[src/boxblur_pkg.sv]
package boxblur_pkg;

  localparam int MAX_WIDTH_DEFAULT  = 1024;
  localparam int HEIGHT_LIMIT       = 1024;
  localparam int FRAME_WIDTH_RESET  = 640;
  localparam int FRAME_HEIGHT_RESET = 480;

  localparam int CH_W       = 8;
  localparam int PIX_W      = 3 * CH_W;
  localparam int CFG_IDX_W  = 2;
  localparam int CFG_DATA_W = 11;

  // Output queue depth; also bounds the results that may be in flight.
  localparam int FIFO_DEPTH = 8;

  // Quotients are formed as (num * recip) >> RECIP_SHIFT.
  localparam int RECIP_SHIFT = 16;
  localparam int RECIP_W     = 16;
  localparam int NUM_W       = 13;

  typedef enum logic [CFG_IDX_W-1:0] {
    REG_FRAME_WIDTH  = 2'd0,
    REG_FRAME_HEIGHT = 2'd1
  } cfg_reg_t;

  typedef struct packed {
    logic [CH_W-1:0] in_red;
    logic [CH_W-1:0] in_green;
    logic [CH_W-1:0] in_blue;
    logic            is_pad;
  } pix_in_t;

  typedef struct packed {
    logic [CH_W-1:0] out_red;
    logic [CH_W-1:0] out_green;
    logic [CH_W-1:0] out_blue;
    logic            frame_end;
  } pix_out_t;

  // Per-item control that travels alongside the pixel through the pipeline.
  typedef struct packed {
    logic emit;
    logic top;
    logic bottom;
    logic left;
    logic right;
    logic fend;
  } edge_ctl_t;

  // Reciprocal of twice the neighbourhood size, scaled by 2^RECIP_SHIFT and
  // rounded up. Exact for every numerator the averaging stage can produce.
  function automatic logic [RECIP_W-1:0] avg_recip(input logic [3:0] count);
    logic [RECIP_W-1:0] m;
    case (count)
      4'd1:    m = 16'd32768;
      4'd2:    m = 16'd16384;
      4'd3:    m = 16'd10923;
      4'd4:    m = 16'd8192;
      4'd6:    m = 16'd5462;
      4'd9:    m = 16'd3641;
      default: m = '0;
    endcase
    return m;
  endfunction

endpackage

[src/boxblur_avg.sv]
module boxblur_avg (
  input  logic                                 clk,
  input  logic                                 rst,
  input  logic [8:0][boxblur_pkg::PIX_W-1:0]   win,
  input  boxblur_pkg::edge_ctl_t               win_ctl,
  output logic                                 res_valid,
  output boxblur_pkg::pix_out_t                res
);

  localparam int CW  = boxblur_pkg::CH_W;
  localparam int NW  = boxblur_pkg::NUM_W;
  localparam int RW  = boxblur_pkg::RECIP_W;
  localparam int PRW = NW + RW;

  logic [1:0]             rows;
  logic [1:0]             cols;
  logic [2:0][2:0][9:0]   row_sum_next;

  logic                   a_valid;
  logic                   a_fend;
  logic [3:0]             a_count;
  logic [2:0][2:0][9:0]   a_row_sum;

  logic                   b_valid;
  logic                   b_fend;
  logic [2:0][NW-1:0]     b_num;
  logic [RW-1:0]          b_recip;

  logic [2:0][PRW-1:0]    prod;

  always_comb begin
    logic       row_on;
    logic [9:0] v0;
    logic [9:0] v1;
    logic [9:0] v2;
    rows = (win_ctl.top && win_ctl.bottom) ? 2'd1 :
           (win_ctl.top || win_ctl.bottom) ? 2'd2 : 2'd3;
    cols = (win_ctl.left && win_ctl.right) ? 2'd1 :
           (win_ctl.left || win_ctl.right) ? 2'd2 : 2'd3;
    for (int r = 0; r < 3; r++) begin
      row_on = !((r == 0) && win_ctl.top) && !((r == 2) && win_ctl.bottom);
      for (int ch = 0; ch < 3; ch++) begin
        v0 = win_ctl.left  ? 10'd0 : 10'(win[r*3][(2-ch)*CW +: CW]);
        v1 = 10'(win[r*3+1][(2-ch)*CW +: CW]);
        v2 = win_ctl.right ? 10'd0 : 10'(win[r*3+2][(2-ch)*CW +: CW]);
        row_sum_next[r][ch] = row_on ? (v0 + v1 + v2) : 10'd0;
      end
    end
  end

  always_ff @(posedge clk) begin
    if (rst) begin
      a_valid <= 1'b0;
      b_valid <= 1'b0;
    end else begin
      a_valid <= win_ctl.emit;
      b_valid <= a_valid;
    end
  end

  always_ff @(posedge clk) begin
    logic [11:0] total;
    a_fend    <= win_ctl.fend;
    a_count   <= {2'b00, rows} * {2'b00, cols};
    a_row_sum <= row_sum_next;
    b_fend    <= a_fend;
    b_recip   <= boxblur_pkg::avg_recip(a_count);
    for (int ch = 0; ch < 3; ch++) begin
      total = 12'(a_row_sum[0][ch]) + 12'(a_row_sum[1][ch]) + 12'(a_row_sum[2][ch]);
      // Twice the sum plus the count, so that halves round up.
      b_num[ch] <= {total, 1'b0} + NW'(a_count);
    end
  end

  always_comb begin
    for (int ch = 0; ch < 3; ch++) begin
      prod[ch] = PRW'(b_num[ch]) * PRW'(b_recip);
    end
  end

  assign res_valid     = b_valid;
  assign res.out_red   = prod[0][boxblur_pkg::RECIP_SHIFT +: CW];
  assign res.out_green = prod[1][boxblur_pkg::RECIP_SHIFT +: CW];
  assign res.out_blue  = prod[2][boxblur_pkg::RECIP_SHIFT +: CW];
  assign res.frame_end = b_fend;

endmodule

[config.mk]
export PLATFORM = sky130hd
export DESIGN_NAME = boxblur_avg
export DESIGN_NICKNAME = d
export VERILOG_FILES = /design/src/boxblur_pkg.sv /design/src/boxblur_avg.sv
export SDC_FILE = /design/constraint.sdc
export NUM_CORES = 2
export LEC_CHECK = 0
export BUFFER_PORTS_ARGS = -buffer_cell sky130_fd_sc_hd__buf_2
export CORE_AREA = 2 2 244 246
export CTS_CLUSTER_DIAMETER = 60
export DETAILED_ROUTE_END_ITERATION = 8
export DIE_AREA = 0 0 246 248
export GPL_TIMING_DRIVEN = 0
export HOLD_SLACK_MARGIN = 0.08
export SLEW_MARGIN = 40
export SYNTH_ARGS = -nofsm -noshare
export SYNTH_HDL_FRONTEND = slang
export SYNTH_SLANG_ARGS = --single-unit
[constraint.sdc]
create_clock -name clk -period 7.03 [get_ports clk]
set_input_delay 0 -clock clk [delete_from_list [all_inputs] [get_ports clk]]
set_output_delay 0 -clock clk [all_outputs]
set_load 0.005 [all_outputs]
* Word level (Yosys, flattened, before mapping)
Index checks and enable logic that the tools add are counted.
** Word-level totals
- Register bits after elaboration :: 153
- Input port bits :: 224
- Output and inout bits :: 26
- Word-level logic and storage cells :: 82
** Cells by class
- Add/subtract/negate cells :: 27
- $mul :: 4
- Eq/ne operators :: 6
- Muxes and demuxes :: 23
- Reduce and logical (&&, ||, !) cells :: 4
** Operators by type and width (count)
- $mux 8 :: 18
- $pmux 16 s6 :: 1
- $add 9x8->10 :: 9
- $add 8x8->9 :: 9
- $mul 13x16->24 :: 3
- $add 13x4->13 :: 3
- $add 11x10->12 :: 3
- $add 10x10->11 :: 3
- $eq 4x2->1 const B :: 2
- $eq 4x3->1 const B :: 2
- $eq 4x1->1 const B :: 1
- $eq 4x4->1 const B :: 1
- $mul 2x2->4 :: 1
- $mux 2 :: 2
- $logic_and 1x1->1 :: 2
- $logic_or 1x1->1 :: 2
- $mux 1 :: 2

* Depth between registers and ports, before layout
- Word-level depth :: 4
- Gate-level depth with buffers :: 22
- Gate-level depth less buffers :: 19

* Worst setup path after synthesis
No wires, ideal clock.
- Path kind :: reg-to-output
- Start point :: register b_recip[11]
- End point :: output port res[24] in the netlist's numbering
- Arrival :: 5.451 ns
- Required time :: 7.030 ns
- Setup slack :: 1.579 ns
- Cell stages (with the launch flop) :: 21
- Buffers on the path :: 3
- Cells stage by stage :: dfxtp_1 -> buf_4 -> clkbuf_1 -> clkbuf_1 -> nand2_1 -> fa_1 -> fa_1 -> inv_1 -> fa_1 -> fa_1 -> inv_1 -> fa_1 -> inv_1 -> ha_1 -> a21oi_1 -> o21ai_0 -> a22o_1 -> a211oi_4 -> a21oi_4 -> a31o_2 -> a311oi_1
** RTL lines
- start, declared :: RTL line boxblur_avg.sv:27 : logic [RW-1:0] b_recip;
- start signal, assigned :: RTL line boxblur_avg.sv:67 : b_recip <= boxblur_pkg::avg_recip(a_count);
- end, declared :: RTL line boxblur_avg.sv:7 : output boxblur_pkg::pix_out_t res

==> impl_metrics.toml <==
[power]
power_density_nw_per_um2 = 318
leakage_uw = 0.0151
peakVddDrop_v = 0.000200

[sta]
fin_crit_ns = 6.77
fmax_mhz = 148
rsz0062_at_grt = "false"
finalHoldViolCount = 0
min_period_over_period_pct = 96.4
setup_viol = 0
fin_worst_skew_ns = 0.00838
maxSlewViolCount = 0
relSlewSlack_pct = 41.7
tightest_slew_ns = 0.874

[logic_synthesis]
synth_top_family_by_area = "adder cells"
synthFlopType = "dfxtp_1"
synth_seq_cells = 143
syn_area_um2 = 25400
yosysWarnings = 0
postSynth.asyncResetShare_pct = 0
synthXorXnorAreaFrac_pct = 5.00
synth_nets = 3707
synth_edf_count = 0
synth_adder_area_share_pct = 52.3
synth-compound-area-share_pct = 6.58
muxShareOfSynthArea_pct = 0.280
avgSynthCellArea_um2 = 9.36
synthCells = 2718
synthSimpleGateAreaFrac_pct = 13.6
synth-seq-area-share_pct = 11.3
yosysUniqueCellTypes = 68

[global_route]
antenna_found_initial = 0
grt_pass1_wl_mm = 106
grt_pass1_vias = 19700
grt_max_degree = 17
overflow = 0
grt_usage_pct = 22.8

[clock_network]
clock_path_buffers = 2
cts_setup_buffers = 0
clkTransAtPathRegs_ns = 0.06
cts_sinks = 143
insertion_delay_ns = 0.43
cts-htree-levels = 4
cts_tree = "done"
root_buffer = "clkbuf_16"
cts_buffers = 17

[setup_path]
reg2reg_slack_ns = 3.84
required_ns = 7.03
crit_type = "reg2out"
cp-startpoint = "b_recip[10]$_DFF_P_"
arrival_ns = 6.77
cp-endpoint = "res[24]"
r2r_end = "b_num[12]$_DFF_P_"
critical_path.startpoint_type = "register"
r2r-start = "a_row_sum[61]$_SDFF_PP0_"
end_kind = "output port"
path_max_fanout = 10
reg2regPathDepth = 10

[drt]
wl_mm = 66.7
drtIter0Drc = 743
drc = 0
via_per_inst = 4.80
num_vias = 18300
firstDrtPassIters = 5
antenna_left = 0
wl_per_cell_um = 17.5

[die]
die_w_um = 246
ios = 250
die_y_um = 248
rows = 89
die-area_um2 = 61000
start_util_pct = 43.5
design.core.area_um2 = 58500

[cells_and_area]
area_growth_pct = 12.5
finalCoreUtilization_pct = 48.9
nNetsFinal = 4010
layout-drive-gt1-share_pct = 11.0
final_cell_area_um2 = 28600

[place]
place.gp.congestion = 0.940
placed_area_um2 = 27600
port-buffer-count = 249
place_hpwl_mm = 59.6

[flow_run]
maxCapViolCount = 0

[hold_path]
hp-class = "in2reg"

[outcome]
status = "finished clean"
==> worst max-delay path, stage by stage (launching register included) <==
cell and delay, ns:
dfxtp_1 0.30, buf_2 0.26, clkbuf_1 0.60, nand2_1 0.18
fa_1 0.60, fa_1 0.53, inv_1 0.05, fa_1 0.49
fa_1 0.49, inv_1 0.05, fa_1 0.47, inv_1 0.04
ha_1 0.31, a21oi_1 0.17, o21ai_0 0.14, a22o_1 0.25
a211oi_4 0.37, a21oi_4 0.17, a31o_2 0.28, a311oi_1 0.37
buf_2 0.22
==> placed cells by master, fill, tap and decap left out, types with 33 or more instances in the layout <==
cell type      netlist  layout
nand2b_1            42      42
nor2b_1            153     153
clkbuf_1            49      33
ha_1               269     269
a21oi_1             74      74
o21ai_0             37      37
dfxtp_1            143     143
and2_1             118     118
xor2_1              38      38
inv_1              688     688
fa_1               496     496
nand2_1            191     190
xnor2_1            102     102
buf_2                3     256
nor2_1             100     100
dlygate4sd3_1        0      36
==> through the flow <==
stage / hold WS (ns) / setup TNS (ns) / std cells / power [uW] / worst slack (ns)
final: 0.0935 / 0 / 3808 / 9100 / 0.257
after global routing: 0.117 / 0 / 3807 / 10300 / 0.0100
after CTS: 0.0838 / 0 / 3808 / 9220 / 0.0288
after detailed placement: 0.107 / -0.309 / 3740 / 8250 / -0.195
after global placement: 0.106 / -0.365 / 3740 / 8130 / -0.161
after floorplan: 0.0277 / 0 / 2718 / 6220 / 1.58
==> cell type report <==
cell class / count / area (um2)
fillers: 5644 / 29800
multi-input cells: 1832 / 19800
flip-flops and latches: 143 / 2860
inverters: 689 / 2590
repair buffers: 285 / 1610
well taps: 773 / 967
clock buffers: 19 / 453
plain buffers: 53 / 238
clock inverters: 13 / 130
diodes: 1 / 2.50
==> metal layers <==
| metal | up-vias | GRT usage, % | wire, um |
|---|---|---|---|
| met5 | - | 0 | 0 |
| met4 | 0 | 7.58 | 2020 |
| met3 | 86 | 2.96 | 2910 |
| met2 | 465 | 39.6 | 32700 |
| met1 | 8963 | 29.5 | 29000 |
| li1 | 8758 | - | - |
==> how the worst min path moves through the flow <==
stage                     startpoint                  endpoint  slack [ns]  cells past startpoint
final                        win[99]     a_row_sum[53]$_DFF_P_        0.09                      4
after global routing          win[8]  a_row_sum[10]$_SDFF_PP0_        0.12                      4
after CTS                    win[99]     a_row_sum[53]$_DFF_P_        0.08                      4
after detailed placement  win_ctl[0]            a_fend$_DFF_P_        0.11                      1
after global placement    win_ctl[0]            a_fend$_DFF_P_        0.11                      1
after floorplan           win_ctl[0]            a_fend$_DFF_P_        0.03                      0
==> power by group <==
| group | switching, uW | internal [uW] |
|---|---|---|
| Clock | 370 | 512 |
| Combinational | 3930 | 2890 |
| Sequential | 332 | 1060 |
==> synth_stat cells, drive strengths merged (39+ instances only) <==
master	count	share of area [%]
o21ai	39	0.78
a21oi	78	1.6
and2	119	2.9
dfxtp	143	11
inv	689	10
nand2b	42	1.0
fa	496	39
ha	269	13
nand2	193	2.9
clkbuf	49	0.72
nor2	100	1.5
nor2b	153	3.8
xnor2	102	3.5
==> kinds of logic after synthesis <==
group	after synthesis
flops	143
xor+xnor	142
simple gates	672
compound gates	246
buf+inv	743
fa+ha+maj	765
mux	7
==> what timing repair did <==
action	CTS	global route
resized for setup	10	19
hold buffers	36	0
pin swaps	0	1
setup endpoints to repair	15	6
endpoints found under the hold margin	32	0
==> sequential cells by signal, indices dropped and copies added, names as in the netlist <==
| register | count |
|---|---|
| a_count | 4 |
| a_fend | 1 |
| a_row_sum | 90 |
| a_valid | 1 |
| b_fend | 1 |
| b_num | 37 |
| b_recip | 8 |
| res_valid | 1 |
Note: power is estimated with default switching activity, not from simulation.
