**src/boxblur_fifo.sv**
```systemverilog
module boxblur_fifo #(
  parameter int WIDTH = 8,
  parameter int DEPTH = 8,
  localparam int PW = (DEPTH > 1) ? $clog2(DEPTH) : 1,
  localparam int CW = $clog2(DEPTH + 1)
) (
  input  logic             clk,
  input  logic             rst,
  input  logic             push,
  input  logic [WIDTH-1:0] push_data,
  input  logic             pop,
  output logic             pop_valid,
  output logic [WIDTH-1:0] pop_data,
  output logic [CW-1:0]    count
);

  logic [DEPTH-1:0][WIDTH-1:0] mem;
  logic [PW-1:0]               wr_ptr;
  logic [PW-1:0]               rd_ptr;
  logic                        do_pop;

  assign pop_valid = (count != '0);
  assign pop_data  = mem[rd_ptr];
  assign do_pop    = pop && pop_valid;

  always_ff @(posedge clk) begin
    if (rst) begin
      wr_ptr <= '0;
      rd_ptr <= '0;
      count  <= '0;
    end else begin
      if (push) begin
        wr_ptr <= (wr_ptr == PW'(DEPTH - 1)) ? '0 : wr_ptr + 1'b1;
      end
      if (do_pop) begin
        rd_ptr <= (rd_ptr == PW'(DEPTH - 1)) ? '0 : rd_ptr + 1'b1;
      end
      if (push && !do_pop) begin
        count <= count + 1'b1;
      end else if (!push && do_pop) begin
        count <= count - 1'b1;
      end
    end
  end

  always_ff @(posedge clk) begin
    if (push) begin
      mem[wr_ptr] <= push_data;
    end
  end

endmodule

```
**config.mk**
```make
export PLATFORM = sky130hd
export DESIGN_NAME = boxblur_fifo
export DESIGN_NICKNAME = d
export VERILOG_FILES = /design/src/boxblur_fifo.sv
export SDC_FILE = /design/constraint.sdc
export NUM_CORES = 1
export LEC_CHECK = 0
export BUFFER_PORTS_ARGS = -buffer_cell sky130_fd_sc_hd__clkbuf_2
export CAP_MARGIN = 0
export CORE_ASPECT_RATIO = 0.8
export CORE_UTILIZATION = 27
export CTS_BUF_LIST = sky130_fd_sc_hd__clkbuf_16
export DETAILED_ROUTE_END_ITERATION = 8
export PLACE_DENSITY = 0.42
export SYNTH_ARGS = -nofsm -noshare
export SYNTH_HDL_FRONTEND = slang
export SYNTH_SLANG_ARGS = --single-unit
```
**constraint.sdc**
```tcl
create_clock -name clk -period 3.6 [get_ports clk]
set_input_delay 0.18 -clock clk [delete_from_list [all_inputs] [get_ports clk]]
set_output_delay 0.18 -clock clk [all_outputs]
set_load 0.03 [all_outputs]
```
Word level (Yosys, flattened, before mapping). Cells that the tools add are included.

Word-level logic and storage cells: 37. Memories: 0. ROM bits: 0. Flip-flop bits (word level): 74. Memory bits (writable): 0. Latch bits: 0. Output and inout port bits: 13.

$add $sub $neg: 4. Reductions and logical operators: 8. Shifts and indexed selects: 0. Multiplexer cells: 9. Order comparisons: 3. Multipliers: 0. Equality and inequality tests: 2. Bitwise logic cells: 0. Div/mod/pow operators: 0.

Operators with widths (number): 64-bit bitwise mux (1); 8-bit binary-select mux with 3-bit select (1); 8-bit demux with 3-bit select (1); 8-bit 2-to-1 mux (2); 3-bit by 4-bit < comparator with 1-bit output, second input constant (2); 4-bit 2-to-1 mux (2); 3-bit by 1-bit adder with 3-bit output, second input constant (2); 3-bit equality test, second input constant (2); 3-bit 2-to-1 mux (2); 4-bit by 1-bit adder with 4-bit output, second input constant (1); 1-bit logical AND (4); 4-bit nonzero test (1); 4-bit by 1-bit subtractor with 4-bit output, second input constant (1); 3-bit by 1-bit greater-or-equal comparator with 1-bit output, second input constant (1); 1-bit zero test (2); 2-bit nonzero test (1).

Depth between registers and ports, before layout. Gate-level depths: netlist of the first run.

Word-level depth: 5. Depth in mapped cells: 9. Gate-level depth less buffers: 9.

Least setup slack after synthesis of the first run. No wires, ideal clock.

Kind: register to register. Start: register count[0]. End: register count[3]. Setup time: 0.121 ns. Required time: 3.479 ns. Clock period less this slack: 2.670 ns. Buffers on the path: 0. Arrival time: 2.549 ns. Setup slack: 0.930 ns. Cell stages (with the launch flop): 10. Cell sequence: dfxtp_1 -> or4_4 -> nand2_1 -> ha_1 -> inv_1 -> ha_1 -> a21oi_1 -> a211oi_1 -> a31oi_1 -> mux2_2.

Longest elaborated chain between the ends: 5. Elaborated cells on any way between the ends: 10.

Ends and longest elaborated chain: from (decl) (line 14) `output logic [CW-1:0] count`; from (signal assigned) (line 39) `count <= count + 1'b1;`; from (signal assigned) (line 41) `count <= count - 1'b1;`; 4-bit nonzero test (*) (line 22) `assign pop_valid = (count != '0);`; via pop_valid (line 12) `output logic pop_valid,`; 1-bit logical AND (*) (line 24) `assign do_pop = pop && pop_valid;`; 1-bit zero test (line 38) `if (push && !do_pop) begin`; 1-bit logical AND (line 38); 4-bit 2-to-1 mux / 2-bit nonzero test (equally long branches).

Mark *: on every way through the listed nets, which the timed path passes. The rest lies on a longest branch. The select of a mux whose other input is x is not followed. A chain may end at the register's enable or synchronous reset.

Final worst setup path of the first run.
Start: register rd_ptr[0]. End: output port pop_data[4].

Longest elaborated chain between the ends: 2.

Ends and longest elaborated chain: from (decl) (line 19) `logic [PW-1:0] rd_ptr;`; from (signal assigned) (line 36) `rd_ptr <= (rd_ptr == PW'(DEPTH - 1)) ? '0 : rd_ptr + 1'b1;`; 8-bit binary-select mux with 3-bit select (line 23) `assign pop_data = mem[rd_ptr];`; 8-bit 2-to-1 mux (implied by the code) (line 23); to (decl) (line 13) `output logic [WIDTH-1:0] pop_data,`.

No other way between the ends. The select of a mux whose other input is x is not followed.

==> qor.csv, run 1 <==
stage,metric,value,unit
status,status,"complete, no violations",
synthesis,synth_edf_count,64,
cts,clock_latency,0.32,ns
hold_path,hp-class,input port to flip-flop,
timing,worstMarginPinSlew,1.08,ns
critical_path,critPathCaptureType,output port,
placement,gp_congestion,0.749,
placement,dp_cells,324,
synthesis,synth_top_family_by_area,multiplexers,
layout,layout_commonest_cell,edfxtp_1,
grt,grt_usage,10.9,%
grt,antenna_found_initial,0,
cts,clk_pin_slew_worst_paths,0.06,ns
critical_path,path_cells,buf_4 -> mux4_1 -> mux2_4 -> clkbuf_2,
layout,drive_above_1_share,31.6,%
critical_path,worst_setup_path_start_kind,flip-flop,
layout,antenna-diode-count,0,
critical_path,cp_slowest_cell,dfxtp_1,
layout,area_growth,20.9,%
timing,fin_crit_sh,76.1,%
detailed_routing,dr.pass1.iters,4,
critical_path,slowest_delay,0.91,ns
placement,place_ws,0.927,ns
cts,numCtsBuffers,9,
layout,register_area,2120,sq um
critical_path,arrival,2.56,ns
detailed_routing,wl_per_cell,17.3,microns
cts,postCtsSetupRepairBufs,0,
detailed_routing,post-route-drc-count,0,
detailed_routing,num_vias,1518,
floorplanning,fp.dieH,97.3,microns
synthesis,ys_seq_elements,74,
floorplanning,num_rows,34,
synthesis,synth_adder_area_share,3.51,%
critical_path,path_class,flip-flop to output port,
synthesis,ys.flop_type,edfxtp_1,
cts,hold_buffers,0,
synthesis,ys_seq_area_share,69.3,%
layout,stdcell_count,340,
detailed_routing,ant_nets,0,
job,cap_violations,0,
grt,grt_pass1_wl,9040,microns
synthesis,synth_compound_area_share,1.43,%
cts,htree_levels,3,
detailed_routing,drt_iter0_drc,100,
layout,multi_input_area,896,sq um
timing,fin_skew,0.00392,ns
timing,holdWs,0.135,ns
layout,mostFrequentLayoutCells,"edfxtp_1 (64), clkbuf_2 (24), nor2_1 (15), dfxtp_1 (10), clkbuf_16 (9)",
floorplanning,initial_core_util,27.9,%
timing,setup_viol,0,
cts,cts_buffer_depth,2,
synthesis,yosysUniqueCellTypes,30,
layout,fillers,1063,
floorplanning,die-area,11800,sq um
timing,hold_viol,0,
cts,cts_tree,built,
timing,finalMaxSlewViolations,0,
timing,max_freq,365,MHz
critical_path,critPathMaxFanout,15,
cts,cts.sinks,74,
grt,globalRoute.totalOverflow,0,
timing,slew_headroom,27.8,%
layout,finish.instance_area,3700,sq um
floorplanning,io-pin-count,25,
synthesis,synth-xor-area-share,0.572,%
timing,rsz0062_at_grt,no,
placement,dpl.hpwl,3810,microns
floorplanning,fp.dieW,121,microns
grt,grt_max_degree,19,
grt,first_global_vias,1613,
power_and_ir_drop,vdd_drop_max,0.332,mV
timing,finalCriticalPeriod,2.74,ns
timing,final.setup.tns,0,ns
synthesis,synth.area.mux_share,18.0,%
placement,dpl_cell_area,3330,sq um
timing,setup_ws,0.860,ns
synthesis,netlist_area,3060,sq um
synthesis,synth_warnings,0,
synthesis,ys_async_sr_fraction,0,%
detailed_routing,totalWireLength,5890,microns
synthesis,syn-instance-count,162,
critical_path,cp_data_required_time,3.42,ns
cts,clockRootBuffer,clkbuf_16,
synthesis,synthesis.nets,182,
power_and_ir_drop,p_leak,0.00129,uW
floorplanning,core_area,11000,sq um
cts,ctsResizeCount,0,
layout,fin_nets,211,
detailed_routing,vias_per_cell,4.46,
power_and_ir_drop,p_per_area,736,nW/um^2
placement,portBuffers,24,
synthesis,synthSimpleGateAreaFrac,5.39,%
synthesis,syn_avg_cell_area,18.9,sq um
## worst max-delay path, delay by kind of cell (launching register included)
kind / cells / cell delay (ns)
buffers and inverters: 2 / 0.48
flip-flops: 1 / 0.91
multiplexers: 2 / 0.84
## registers in the layout, indices dropped and copies added (netlist names)
register and cells:
rd_ptr 3, wr_ptr 3, mem 64, count 4
## final timing paths
path,start,to,slack (ns),depth (start not counted)
setup / recovery,rd_ptr[0],pop_data[4],0.86,4
hold / removal,push_data[5],mem[53],0.14,1
setup reg to reg,count[0],count[3],0.89,9
hold reg to reg,wr_ptr[2],wr_ptr[2],0.55,2
## per-layer routing
| layer | share of wire [%] | vias to the layer above | wire, microns | track usage (%) |
|---|---|---|---|---|
| met5 | 0 | - | 0 | 0 |
| met4 | 1.1 | 0 | 64 | 3.42 |
| met3 | 5.2 | 8 | 304 | 4.46 |
| met2 | 51 | 35 | 3020 | 17.7 |
| met1 | 42 | 771 | 2500 | 13.2 |
| li1 | - | 704 | - | - |
## through the flow
stage	util, %	power (uW)
global placement	30.3	1620
detailed placement	30.3	1650
global route	33.7	2840
finish	33.7	2730
floorplan	-	1510
CTS	33.7	2760
## report_power, final
group / leakage (uW) / switching [uW] / internal (uW) / total [uW]
Sequential: 0.000664 / 79.8 / 977 / 1060
Combinational: 0.000447 / 309 / 263 / 572
Clock: 0.000182 / 343 / 755 / 1100
Total: 0.00129 / 731 / 1990 / 2730
## final cells by class
class	count	area share (%)
Tap cell	144	4.86
Inverter	1	0.101
Clock inverter	7	4.02
Sequential cell	74	57.3
Timing Repair Buffer	25	3.45
Clock buffer	9	6.08
Multi-Input combinational cell	80	24.2
## cells by family (layout without fill, tap and decap cells)
kind of cell,count (synthesis),in the layout
muxes,28,28
AOI/OAI and AO/OA,8,8
xor gates and xnor gates,2,2
and+or+nand+nor,34,34
adders and majority gates,8,8
buffers and inverters,8,42
DFF,74,74
## cells in the mapped netlist, types with 2 or more instances
master	instances	area share, %
nand2b_1	4	0.82
nor2_1	15	1.8
edfxtp_1	64	63
a21oi_1	6	0.98
nand2_1	6	0.74
nand3_1	2	0.33
mux4_1	8	6.9
dfxtp_1	10	6.5
mux2i_1	3	0.98
clkbuf_1	3	0.37
mux4_2	8	5.9
ha_1	7	2.9
nor3_1	2	0.33
mux2_4	8	3.9
(Power assumes the default switching activity.)
==> inputs of run 2 (changes only) <==
--- a/config.mk
+++ b/config.mk
@@ -11,7 +11,7 @@
 export CORE_UTILIZATION = 27
 export CTS_BUF_LIST = sky130_fd_sc_hd__clkbuf_16
 export DETAILED_ROUTE_END_ITERATION = 8
-export PLACE_DENSITY = 0.42
+export PLACE_DENSITY = 0.44
 export SYNTH_ARGS = -nofsm -noshare
 export SYNTH_HDL_FRONTEND = slang
 export SYNTH_SLANG_ARGS = --single-unit
==> constraint.sdc (replaced) <==
create_clock -name clk -period 2.3 [get_ports clk]
set_input_delay 0.115 -clock clk [delete_from_list [all_inputs] [get_ports clk]]
set_output_delay 0.115 -clock clk [all_outputs]
set_load 0.03 [all_outputs]
==> run 2 against run 1 <==
Via count grew 5.8%. Critical path type is now flip-flop to flip-flop. Final cell count grew 5.0%. Critical endpoint is now count[3]. Clock skew grew 0.0028 ns. Die area is the same. Core utilization grew 0.51 points. Clock power grew 8%. Wire length shrank 0.17%. Sequential cell count is the same. Setup slack lost 0.81 ns. Sequential share of layout area shrank 0.59 points. Final area grew 1.5%.
==> qor.csv, run 2 (same netlist as run 1, synthesis figures left out) <==
stage,metric,value,unit,change
floorplanning,fp.dieW,121,microns,unchanged
cts,clk_pin_slew_worst_paths,0.05,ns,about the same
cts,cts.sinks,74,,unchanged
hold_path,worstHoldStart,push_data[5],,
cts,cts_tree,built,,
critical_path,worst_setup_path_start_kind,flip-flop,,
placement,portBuffers,24,,unchanged
timing,hold_viol,0,,unchanged
timing,fin_crit_sh,97.7,%,
grt,grt_usage,11.4,%,+0.45 points
critical_path,critPathMaxFanout,4,,-11
placement,gp_congestion,0.728,,-2.8%
layout,layout_commonest_cell,edfxtp_1,,
detailed_routing,num_vias,1606,,+5.8%
layout,regMostFlops,mem,,
status,status,"complete, no violations",,
cts,clockRootBuffer,clkbuf_16,,
floorplanning,num_rows,34,,unchanged
floorplanning,initial_core_util,27.9,%,unchanged
floorplanning,fp.dieH,97.3,microns,unchanged
detailed_routing,dr.pass1.iters,4,,unchanged
detailed_routing,totalWireLength,5880,microns,-0.17%
power_and_ir_drop,p_leak,0.00134,uW,+3.5%
detailed_routing,ant_nets,0,,unchanged
grt,grt_max_degree,18,,-1
critical_path,path_class,flip-flop to flip-flop,,
hold_path,whs_path_depth,1,,unchanged
grt,grt_pass1_wl,9490,microns,+5.0%
timing,rsz0062_at_grt,yes,,
critical_path,cp_slowest_cell,or4_4,,
placement,place_ws,-0.0137,ns,-0.940 ns
layout,fin_nets,228,,+8.1%
cts,clock_latency,0.33,ns,about the same
floorplanning,die-area,11800,sq um,unchanged
cts,cts_buffer_depth,2,,unchanged
timing,fin_skew,0.00669,ns,+0.00277 ns
critical_path,path_cells,or4_4 -> nand2_4 -> ha_4 -> inv_2 -> ha_1 -> nand3_1 -> a211oi_1 -> a31oi_1 -> mux2_2,,
floorplanning,core_area,11000,sq um,unchanged
hold_path,hp-class,input port to flip-flop,,
grt,globalRoute.totalOverflow,0,,unchanged
detailed_routing,wl_per_cell,16.5,microns,-4.9%
power_and_ir_drop,vdd_drop_max,0.452,mV,+36%
timing,finalCriticalPeriod,2.25,ns,
cts,numCtsBuffers,9,,unchanged
cts,htree_levels,3,,unchanged
critical_path,rr_worst_depth,9,,unchanged
grt,first_global_vias,1723,,+6.8%
critical_path,rrSetupSlack,0.05,ns,-0.84 ns
critical_path,critPathCaptureType,flip-flop,,
timing,setup_viol,0,,unchanged
layout,area_growth,22.8,%,
layout,largest_register_ffs,64,,unchanged
critical_path,rr_endpoint,count[3],,
timing,setup_ws,0.0531,ns,-0.806 ns
critical_path,r2r-start,count[2],,
detailed_routing,drt_iter0_drc,81,,-19%
layout,mostFrequentLayoutCells,"edfxtp_1 (64), clkbuf_2 (24), buf_4 (17), nor2_1 (15), clkbuf_16 (9)",,
job,cap_violations,0,,unchanged
floorplanning,io-pin-count,25,,unchanged
layout,reg_top3,"mem: 64 flops, count: 4 flops",,
critical_path,slowest_delay,0.55,ns,-0.36 ns
timing,finalMaxSlewViolations,0,,unchanged
critical_path,cp_data_required_time,2.52,ns,-0.90 ns
detailed_routing,vias_per_cell,4.50,,+0.76%
placement,dpl.hpwl,3870,microns,+1.5%
hold_path,hold_end,mem[5],,
grt,antenna_found_initial,0,,unchanged
timing,slew_headroom,49.2,%,+21 points
power_and_ir_drop,p_per_area,1040,nW/um^2,+41%
detailed_routing,post-route-drc-count,0,,unchanged
timing,worstMarginPinSlew,0.761,ns,-0.318 ns
critical_path,arrival,2.46,ns,-0.10 ns
power_and_ir_drop,p_total,3900,uW,+43%
layout,drive_above_1_share,38.0,%,+6.4 points
timing,max_freq,445,MHz,
layout,antenna-diode-count,0,,unchanged
run 2: changes by cell type in the layout (fill, tap and decap cells not counted), sizes merged:
cell	before	now
buf	1	18
clkinv	1	5
bufinv	4	0
run 2: final cells by class:
class / instances / area [sq um]
inverter: 1 / 3.75
clock buffer: 9 / 225
clock inverter: 7 / 28.8
sequential: 74 / 2130
multi-input combinational: 80 / 922
timing repair buffer: 42 / 268
tap: 144 / 180
fill: 1072 / 7220
run 2: critical path: cells and delay by family (launching register included):
kind / cells / cell delay (ns)
multiplexers: 1 / 0.35
flip-flops: 1 / 0.34
adder cells (fa/ha/maj): 2 / 0.40
buffers and inverters: 1 / 0.06
AND/OR/NAND/NOR: 3 / 0.75
AO/OA/AOI/OAI: 2 / 0.25
run 2: worst max-delay path by stage:
stage	from	slack, ns	depth (start not counted)	end
floorplan	count[3]	-0.02	9	count[3]
global placement	count[3]	0.03	9	count[3]
detailed placement	count[3]	-0.01	9	count[3]
CTS	rd_ptr[1]	0.01	3	pop_data[3]
global route	count[2]	-0.06	9	count[3]
finish	count[2]	0.05	9	count[3]
run 2: what timing repair did:
| action | CTS | global route |
|---|---|---|
| hold buffers | 0 | 0 |
| endpoints found under the hold margin | 0 | 0 |
| setup buffers | 2 | 1 |
| pin swaps | 2 | 1 |
| setup endpoints to repair | 1 | 9 |
| resized for setup | 0 | 1 |
run 2: where the power goes:
part           internal (uW)  switching (uW)  total, uW
Combinational            536             565       1100
Sequential              1540            65.0       1610
Clock                    705             485       1190
Total                   2780            1110       3900
run 2: layer usage:
metal  share of wire (%)  vias to the layer above  GRT usage [%]
li1                    -                      740              -
met1                  48                      829           14.7
met2                  47                       28           17.5
met5                   0                        -              0
met3                 3.7                        9           4.11
met4                 1.4                        0           3.99
run 2: metrics by stage:
stage                     cell area (sq um)  util (%)  std cells  hold WS, ns  setup TNS (ns)
after CTS                              3750      34.2        356       0.0655               0
after floorplan                        3110         -        162        0.214         -0.0209
final                                  3760      34.3        357       0.0738               0
after detailed placement               3480      31.7        338        0.413         -0.0137
after global placement                 3480      31.7        338        0.407               0
after global routing                   3760      34.3        357       0.0812         -0.0555
